$ cat src/hdl/bale_pkg.sv
package bale_pkg;

    // Operation codes carried by each input transaction
    typedef enum logic [3:0] {
        OP_INS_AT    = 4'd0,
        OP_INS_END   = 4'd1,
        OP_INS_START = 4'd2,
        OP_DEL_AT    = 4'd3,
        OP_DEL_END   = 4'd4,
        OP_DEL_START = 4'd5,
        OP_SEARCH    = 4'd6,
        OP_READ      = 4'd7,
        OP_MAX       = 4'd8,
        OP_MIN       = 4'd9
    } op_t;

    // Result status codes
    localparam logic [2:0] ST_OK       = 3'd0;
    localparam logic [2:0] ST_FULL     = 3'd1;
    localparam logic [2:0] ST_EMPTY    = 3'd2;
    localparam logic [2:0] ST_BADPOS   = 3'd3;
    localparam logic [2:0] ST_NOTFOUND = 3'd4;

    // Field widths of the stream payloads
    localparam int POS_W    = 4;
    localparam int DATA_W   = 32;
    localparam int STATUS_W = 3;
    localparam int FILL_W   = 5;

    // Sequencer states
    typedef enum logic [1:0] {
        ST_IDLE,
        ST_WALK,
        ST_DRAIN,
        ST_FINISH
    } state_t;

    // One result transaction
    typedef struct packed {
        logic [STATUS_W-1:0] status_code;
        logic [DATA_W-1:0]   result_data;
        logic [POS_W-1:0]    found_position;
        logic [FILL_W-1:0]   fill_count;
    } result_t;

endpackage

$ cat src/hdl/bale_mem.sv
module bale_mem import bale_pkg::*; #(
    parameter int DEPTH  = 16,
    parameter int ADDR_W = 4
) (
    input  logic              clk,
    input  logic              we,
    input  logic [ADDR_W-1:0] waddr,
    input  logic [DATA_W-1:0] wdata,
    input  logic [ADDR_W-1:0] raddr,
    output logic [DATA_W-1:0] rdata
);

    logic [DATA_W-1:0] mem [DEPTH];
    logic [DATA_W-1:0] rdata_reg;

    // Write port
    always_ff @(posedge clk)
    begin
        if (we)
        begin
            mem[waddr] <= wdata;
        end
    end

    // Registered read port
    always_ff @(posedge clk)
    begin
        rdata_reg <= mem[raddr];
    end

    assign rdata = rdata_reg;

endmodule

$ cat src/hdl/bale_ctrl.sv
module bale_ctrl import bale_pkg::*; #(
    parameter int DEPTH  = 16,
    parameter int ADDR_W = 4,
    parameter int CNT_W  = 5
) (
    input  logic              clk,
    input  logic              rst_n,
    input  logic              s_valid,
    output logic              s_ready,
    input  logic [3:0]        s_func,
    input  logic [POS_W-1:0]  s_pos,
    input  logic [DATA_W-1:0] s_value,
    output logic              res_valid,
    input  logic              res_ready,
    output result_t           res,
    output logic              mem_we,
    output logic [ADDR_W-1:0] mem_waddr,
    output logic [DATA_W-1:0] mem_wdata,
    output logic [ADDR_W-1:0] mem_raddr,
    input  logic [DATA_W-1:0] mem_rdata
);

    // Common width for comparing positions against the fill count
    localparam int PW = (CNT_W > POS_W) ? CNT_W : POS_W;

    state_t              state_reg, state_next;
    logic [CNT_W-1:0]    cnt_reg, cnt_next;
    op_t                 op_reg, op_next;
    logic [ADDR_W-1:0]   pos_reg, pos_next;
    logic [DATA_W-1:0]   value_reg, value_next;
    logic [ADDR_W-1:0]   ptr_reg, ptr_next;
    logic [ADDR_W-1:0]   end_reg, end_next;
    logic                up_reg, up_next;
    logic                rv_reg, rv_next;
    logic [ADDR_W-1:0]   raddr_d_reg, raddr_d_next;
    logic [STATUS_W-1:0] status_reg, status_next;
    logic [DATA_W-1:0]   data_reg, data_next;
    logic [ADDR_W-1:0]   fpos_reg, fpos_next;

    logic [PW-1:0]       cnt_ext;
    logic [PW-1:0]       cnt_m1;
    logic [PW-1:0]       tgt;
    logic [CNT_W-1:0]    cnt_after;
    op_t                 op_in;
    logic                is_ins;
    logic                is_del;

    assign cnt_ext = PW'(cnt_reg);
    assign cnt_m1  = cnt_ext - PW'(1);
    assign op_in   = op_t'(s_func);
    assign is_ins  = (op_reg == OP_INS_AT) || (op_reg == OP_INS_END)
                  || (op_reg == OP_INS_START);
    assign is_del  = (op_reg == OP_DEL_AT) || (op_reg == OP_DEL_END)
                  || (op_reg == OP_DEL_START);

    // Count after the current operation commits
    always_comb
    begin
        cnt_after = cnt_reg;
        if (status_reg == ST_OK && is_ins)
        begin
            cnt_after = cnt_reg + CNT_W'(1);
        end
        else if (status_reg == ST_OK && is_del)
        begin
            cnt_after = cnt_reg - CNT_W'(1);
        end
    end

    assign res.status_code    = status_reg;
    assign res.result_data    = data_reg;
    assign res.found_position = POS_W'(fpos_reg);
    assign res.fill_count     = FILL_W'(cnt_after);

    // Control state
    always_ff @(posedge clk or negedge rst_n)
    begin
        if (!rst_n)
        begin
            state_reg <= ST_IDLE;
            cnt_reg   <= '0;
            rv_reg    <= 1'b0;
        end
        else
        begin
            state_reg <= state_next;
            cnt_reg   <= cnt_next;
            rv_reg    <= rv_next;
        end
    end

    // Operands, walk pointers and result accumulators
    always_ff @(posedge clk)
    begin
        op_reg      <= op_next;
        pos_reg     <= pos_next;
        value_reg   <= value_next;
        ptr_reg     <= ptr_next;
        end_reg     <= end_next;
        up_reg      <= up_next;
        raddr_d_reg <= raddr_d_next;
        status_reg  <= status_next;
        data_reg    <= data_next;
        fpos_reg    <= fpos_next;
    end

    // Sequencer: decode, walk the entries, process read data, deliver
    always_comb
    begin
        state_next   = state_reg;
        cnt_next     = cnt_reg;
        op_next      = op_reg;
        pos_next     = pos_reg;
        value_next   = value_reg;
        ptr_next     = ptr_reg;
        end_next     = end_reg;
        up_next      = up_reg;
        rv_next      = 1'b0;
        raddr_d_next = ptr_reg;
        status_next  = status_reg;
        data_next    = data_reg;
        fpos_next    = fpos_reg;
        mem_we       = 1'b0;
        mem_waddr    = '0;
        mem_wdata    = '0;
        mem_raddr    = ptr_reg;
        s_ready      = 1'b0;
        res_valid    = 1'b0;
        tgt          = '0;

        unique case (state_reg)
            ST_IDLE:
            begin
                s_ready = 1'b1;
                if (s_valid)
                begin
                    op_next     = op_in;
                    value_next  = s_value;
                    status_next = ST_OK;
                    data_next   = '0;
                    fpos_next   = '0;
                    state_next  = ST_FINISH;
                    unique case (op_in)
                        OP_INS_AT, OP_INS_END, OP_INS_START:
                        begin
                            if (op_in == OP_INS_AT)
                            begin
                                tgt = PW'(s_pos);
                            end
                            else if (op_in == OP_INS_END)
                            begin
                                tgt = cnt_ext;
                            end
                            if (cnt_ext == PW'(DEPTH))
                            begin
                                status_next = ST_FULL;
                            end
                            else if (tgt > cnt_ext)
                            begin
                                status_next = ST_BADPOS;
                            end
                            else
                            begin
                                pos_next = ADDR_W'(tgt);
                                // Shift entries up from the top, then place the value
                                if (tgt < cnt_ext)
                                begin
                                    ptr_next   = ADDR_W'(cnt_m1);
                                    end_next   = ADDR_W'(tgt);
                                    up_next    = 1'b0;
                                    state_next = ST_WALK;
                                end
                            end
                        end
                        OP_DEL_AT, OP_DEL_END, OP_DEL_START, OP_READ:
                        begin
                            if (op_in == OP_DEL_AT || op_in == OP_READ)
                            begin
                                tgt = PW'(s_pos);
                            end
                            else if (op_in == OP_DEL_END)
                            begin
                                tgt = cnt_m1;
                            end
                            if (cnt_reg == '0)
                            begin
                                status_next = ST_EMPTY;
                            end
                            else if (tgt >= cnt_ext)
                            begin
                                status_next = ST_BADPOS;
                            end
                            else
                            begin
                                pos_next   = ADDR_W'(tgt);
                                ptr_next   = ADDR_W'(tgt);
                                end_next   = (op_in == OP_READ) ? ADDR_W'(tgt)
                                                                : ADDR_W'(cnt_m1);
                                up_next    = 1'b1;
                                state_next = ST_WALK;
                            end
                        end
                        OP_SEARCH:
                        begin
                            status_next = ST_NOTFOUND;
                            if (cnt_reg != '0)
                            begin
                                ptr_next   = '0;
                                end_next   = ADDR_W'(cnt_m1);
                                up_next    = 1'b1;
                                state_next = ST_WALK;
                            end
                        end
                        OP_MAX, OP_MIN:
                        begin
                            if (cnt_reg == '0)
                            begin
                                status_next = ST_EMPTY;
                            end
                            else
                            begin
                                ptr_next   = '0;
                                end_next   = ADDR_W'(cnt_m1);
                                up_next    = 1'b1;
                                state_next = ST_WALK;
                            end
                        end
                        default:
                        begin
                            // Unused codes: report ok and leave the list alone
                        end
                    endcase
                end
            end
            ST_WALK:
            begin
                // Issue one read per cycle; the data arrives next cycle
                rv_next      = 1'b1;
                raddr_d_next = ptr_reg;
                if (ptr_reg == end_reg)
                begin
                    state_next = ST_DRAIN;
                end
                else
                begin
                    ptr_next = up_reg ? ptr_reg + ADDR_W'(1) : ptr_reg - ADDR_W'(1);
                end
            end
            ST_DRAIN:
            begin
                state_next = ST_FINISH;
            end
            ST_FINISH:
            begin
                res_valid = 1'b1;
                // Place the inserted value; repeating the write while stalled is harmless
                if (status_reg == ST_OK && is_ins)
                begin
                    mem_we    = 1'b1;
                    mem_waddr = pos_reg;
                    mem_wdata = value_reg;
                end
                if (res_ready)
                begin
                    cnt_next   = cnt_after;
                    state_next = ST_IDLE;
                end
            end
            default:
            begin
                state_next = ST_IDLE;
            end
        endcase

        // Process read data. A shift writes each entry one place away from where it
        // was read, behind the walk, so reads and writes never touch the same entry.
        if (rv_reg)
        begin
            unique case (op_reg)
                OP_INS_AT, OP_INS_END, OP_INS_START:
                begin
                    mem_we    = 1'b1;
                    mem_waddr = raddr_d_reg + ADDR_W'(1);
                    mem_wdata = mem_rdata;
                end
                OP_DEL_AT, OP_DEL_END, OP_DEL_START:
                begin
                    if (raddr_d_reg == pos_reg)
                    begin
                        data_next = mem_rdata;
                    end
                    else
                    begin
                        mem_we    = 1'b1;
                        mem_waddr = raddr_d_reg - ADDR_W'(1);
                        mem_wdata = mem_rdata;
                    end
                end
                OP_SEARCH:
                begin
                    if (mem_rdata == value_reg && status_reg != ST_OK)
                    begin
                        status_next = ST_OK;
                        fpos_next   = raddr_d_reg;
                    end
                end
                OP_READ:
                begin
                    data_next = mem_rdata;
                end
                OP_MAX:
                begin
                    if (raddr_d_reg == '0 || $signed(data_reg) < $signed(mem_rdata))
                    begin
                        data_next = mem_rdata;
                    end
                end
                OP_MIN:
                begin
                    if (raddr_d_reg == '0 || $signed(mem_rdata) < $signed(data_reg))
                    begin
                        data_next = mem_rdata;
                    end
                end
                default:
                begin
                end
            endcase
        end
    end

endmodule

$ cat src/hdl/bounded_array_list_engine.sv
// Channel  | Direction | tdata (low bit up)                        | tuser
// ---------+-----------+-------------------------------------------+----------------
// s_axis   | in        | position_in[3:0], item_value[35:4], 0 pad | func[3:0]
// m_axis   | out       | result_data[31:0], found_position[35:32], | status_code[2:0]
//          |           | fill_count[40:36], 0 pad                  |
//
// An operation that touches no entry goes from accept straight to the finish state.
// Shifts, search, max and min walk the entry memory one entry per cycle
// through its single read port: insert walks count-pos entries, delete
// count-pos, search/max/min count, read one; a drain state for the
// registered read and the finish state for delivery follow the walk.
// Reset clears the fill count and the sequencer; memory contents are not cleared.
// A finished result waits in the output register, so the next transaction
// is taken while m_axis is stalled.
module bounded_array_list_engine import bale_pkg::*; #(
    parameter int LIST_DEPTH = 16
) (
    input  logic        clk,
    input  logic        rst_n,
    input  logic        s_axis_tvalid,
    output logic        s_axis_tready,
    input  logic [39:0] s_axis_tdata,   // position_in, item_value, pad
    input  logic [3:0]  s_axis_tuser,   // func
    output logic        m_axis_tvalid,
    input  logic        m_axis_tready,
    output logic [47:0] m_axis_tdata,   // result_data, found_position, fill_count, pad
    output logic [2:0]  m_axis_tuser    // status_code
);

    localparam int ADDR_W = (LIST_DEPTH > 1) ? $clog2(LIST_DEPTH) : 1;
    localparam int CNT_W  = $clog2(LIST_DEPTH + 1);

    logic              res_valid;
    logic              res_ready;
    result_t           res;
    logic              mem_we;
    logic [ADDR_W-1:0] mem_waddr;
    logic [DATA_W-1:0] mem_wdata;
    logic [ADDR_W-1:0] mem_raddr;
    logic [DATA_W-1:0] mem_rdata;
    logic              out_valid_reg, out_valid_next;
    result_t           out_reg;

    bale_ctrl #(
        .DEPTH  (LIST_DEPTH),
        .ADDR_W (ADDR_W),
        .CNT_W  (CNT_W)
    ) u_ctrl (
        .clk       (clk),
        .rst_n     (rst_n),
        .s_valid   (s_axis_tvalid),
        .s_ready   (s_axis_tready),
        .s_func    (s_axis_tuser),
        .s_pos     (s_axis_tdata[3:0]),
        .s_value   (s_axis_tdata[35:4]),
        .res_valid (res_valid),
        .res_ready (res_ready),
        .res       (res),
        .mem_we    (mem_we),
        .mem_waddr (mem_waddr),
        .mem_wdata (mem_wdata),
        .mem_raddr (mem_raddr),
        .mem_rdata (mem_rdata)
    );

    bale_mem #(
        .DEPTH  (LIST_DEPTH),
        .ADDR_W (ADDR_W)
    ) u_mem (
        .clk   (clk),
        .we    (mem_we),
        .waddr (mem_waddr),
        .wdata (mem_wdata),
        .raddr (mem_raddr),
        .rdata (mem_rdata)
    );

    // Output register: load a new result when empty or being drained
    assign res_ready = !out_valid_reg || m_axis_tready;

    always_comb
    begin
        out_valid_next = out_valid_reg;
        if (res_ready)
        begin
            out_valid_next = res_valid;
        end
    end

    always_ff @(posedge clk or negedge rst_n)
    begin
        if (!rst_n)
        begin
            out_valid_reg <= 1'b0;
        end
        else
        begin
            out_valid_reg <= out_valid_next;
        end
    end

    always_ff @(posedge clk)
    begin
        if (res_ready && res_valid)
        begin
            out_reg <= res;
        end
    end

    assign m_axis_tvalid = out_valid_reg;
    assign m_axis_tuser  = out_reg.status_code;
    assign m_axis_tdata  = {7'd0, out_reg.fill_count, out_reg.found_position,
                            out_reg.result_data};

endmodule

$ cat config.mk
export PLATFORM = sky130hd
export DESIGN_NAME = bounded_array_list_engine
export DESIGN_NICKNAME = d
export VERILOG_FILES = /design/src/hdl/bale_pkg.sv /design/src/hdl/bale_mem.sv /design/src/hdl/bale_ctrl.sv /design/src/hdl/bounded_array_list_engine.sv
export SDC_FILE = /design/constraint.sdc
export NUM_CORES = 1
export LEC_CHECK = 0
export ABC_AREA = 1
export BUFFER_PORTS_ARGS = -buffer_cell sky130_fd_sc_hd__buf_2
export CORE_AREA = 3 3 225 227
export DETAILED_ROUTE_END_ITERATION = 8
export DIE_AREA = 0 0 228 230
export PLACE_DENSITY = 0.83
export SLEW_MARGIN = 20
export SYNTH_ARGS = -nofsm -noshare
export SYNTH_HDL_FRONTEND = slang
export SYNTH_SLANG_ARGS = --single-unit
$ cat constraint.sdc
create_clock -name clk -period 5.7 [get_ports clk]
set_clock_uncertainty 0.1 [all_clocks]
set_input_delay 1.14 -clock clk [delete_from_list [all_inputs] [get_ports clk]]
set_output_delay 1.14 -clock clk [all_outputs]
set_load 0.02 [all_outputs]
==> results.cfg <==
[timing]
timing.setup.tns_ps = 0
slew_headroom_pct = 25.33
tightest_slew_ps = 1120
min_period_ps = 4836
post-route-period-util_pct = 84.85
fin_ws_ps = 863.6
final_hold_viol_count = 0
slew_violations = 0
setup_viol = 0
grt_setup_unrepaired = no
timing.fmax_mhz = 206.8
whs_ps = 314.1

[synthesis]
yosys.area.top_type = edfxtp_1
synth_seq_area_share_pct = 66.28
syn_inst = 2564
syn_avg_cell_area_um2 = 11.71
ys_seq_elements = 689
synthArstFlopShare_pct = 1.306
synth_warnings = 0
synth_commonest_cells = edfxtp_1, nor2_1, nand2_1
ys_types = 53
synth.area.top_cells = edfxtp_1, dfxtp_1, nor2_1, nand2_1, mux2i_1
synth_top_area_share_pct = 60.53
synth_flop_cell = edfxtp_1
yosysMostFrequentCell = edfxtp_1
synth_edf_count = 605
syn_area_um2 = 30020

[clocking]
clk_pin_slew_worst_paths_ps = 60
cts_tree = done
post_cts_resized = 0
clock-sinks = 689
numCtsBuffers = 69
worst_skew_pair.late_latency_ps = 600
ctsRootBufferMaster = clkbuf_16
htreeDepth = 3
ctsLongestPathBuffers = 3
cts-hold-fix-buffers = 0
postCtsSetupBuffers = 0

[detailed_routing]
drtIter0Drc = 3480
ant_nets = 0
drt_first_pass_iters = 7
top_layer = met5
num_vias = 21750
wl_met3_um = 8837
drc_errors = 0
wl_met1_um = 30220
routed_wl_um = 78020
wl_met2_um = 36140
wl_per_cell_um = 23.30
viasPerCell = 6.493

[hold_path]
hold_class = in -> async

[die]
io_pins = 101
die_area_um2 = 52440
die_w_um = 228
start_util_pct = 61.44
core_um2 = 48850
core.rowCount = 81
die-height_um = 230

[grt]
grt.overflow.total = 0
antenna_found_initial = 1
grt_pass1_vias = 21080
grt_max_degree = 261
grt_usage_pct = 29.16
grt_pass1_wl_um = 119500

[critical_path]
crit_type = reg -> reg
cp_max_fo = 25
crit_chain = nand2_2 -> nand2_1 -> nor2_2 -> inv_2 -> nor2_1 -> nand2_1 -> inv_2 -> a22oi_1 -> inv_1 -> nand2_1 -> nor2_4 -> buf_4
crit_path_start_kind = flip-flop
cp_num_buf_inv = 4
cp_common_cell = nand2_1
reg2reg_from = u_ctrl.op_reg[0]
cpPeakStageDelay_ps = 870
crit_path_end_kind = flip-flop
critPathSlowestCell = nor2_4
crit_required_ps = 5890
crit_family = simple AND/OR/NAND/NOR gates
cp-startpoint = u_ctrl.op_reg[0]
cp.arrival_ps = 5020

[placed_design]
hpwl_um = 44380
place_area_um2 = 31250
gp_congestion = 0.8619
placedCellCount = 3223
port_buffers = 89
dp_slack_ps = 1152

[power_and_ir_drop]
power_density_nw_per_um2 = 548.0
totalPowerFinal_mw = 18.41
peakVddDrop_uv = 513.4
p_leak_nw = 12.60

[flow_run]
cap_viol_max_count = 0

[cells_and_area]
utilization_pct = 68.76
final_cells = 3349
top_register = u_mem.mem
fin_area_um2 = 33590
antennaDiodeCount = 0
largest_reg_flops = 512
drive_above_1_share_pct = 11.17
syn2layout_area_growth_pct = 11.91
fillers = 3184
fin_nets = 2733

[outcome]
status = complete, no violations
-- per-layer routing --
layer	vias to the layer above	GRT usage [%]
li1	9470	-
met4	2	11.35
met3	265	5.798
met5	-	0
met1	10450	41.08
met2	1562	45.36
-- worst register-to-register path, stage by stage, from the launching register on --
cell	delay (ps)
edfxtp_1	450
nand2_2	170
nand2_1	180
nor2_2	330
inv_2	100
nor2_1	220
nand2_1	470
inv_2	590
a22oi_1	280
inv_1	140
nand2_1	250
nor2_4	870
buf_4	360
-- report_power, final --
group	switching (mW)	internal (mW)
combinational	4.90	2.08
clock	1.88	2.66
sequential	0.483	6.40
-- worst paths after layout --
kind	slack, ps	end	cells after the start
setup / recovery	860	u_mem.mem[12][26]	12
hold / removal	310	u_ctrl.cnt_ext[2]	1
setup reg to reg	860	u_mem.mem[12][26]	12
hold reg to reg	330	m_axis_tuser[2]	0
max in group asynchronous	4970	u_ctrl.cnt_ext[1]	1
min in group clk	330	m_axis_tuser[2]	0
-- cell families after synthesis --
logic type      after synthesis  share of synthesized area (%)
simple gates                882                          12.17
flops                       689                          66.28
compound gates              491                          10.75
buf+inv                     321                          4.444
mux                          94                          3.135
fa+ha+maj                    54                          2.276
xor+xnor                     32                         0.9337
other cells                   1                        0.01249
-- layout make-up --
type                       count  area [um2]  share of cell area, %
multi-input combinational   1560        8979                  26.73
sequential                   689       19890                  59.23
inverter                     162       610.6                  1.818
timing repair buffer         149       991.0                  2.950
tap                          664       830.8                  2.473
clock inverter                22       215.2                 0.6407
clock buffer                 103        2069                  6.161
-- cells in the final DEF, fill, tap and decap left out, drive strengths merged, types with 53 or more instances in the layout --
master	synthesis	routed
inv	161	161
mux2i	94	94
o221ai	94	94
nor2	399	399
a21oi	58	58
edfxtp	605	605
dfxtp	75	75
nand2	302	302
nand3	122	122
buf	64	149
clkbuf	95	103
ha	53	53
o21ai	191	191
Power figures use the tool's default switching activity.
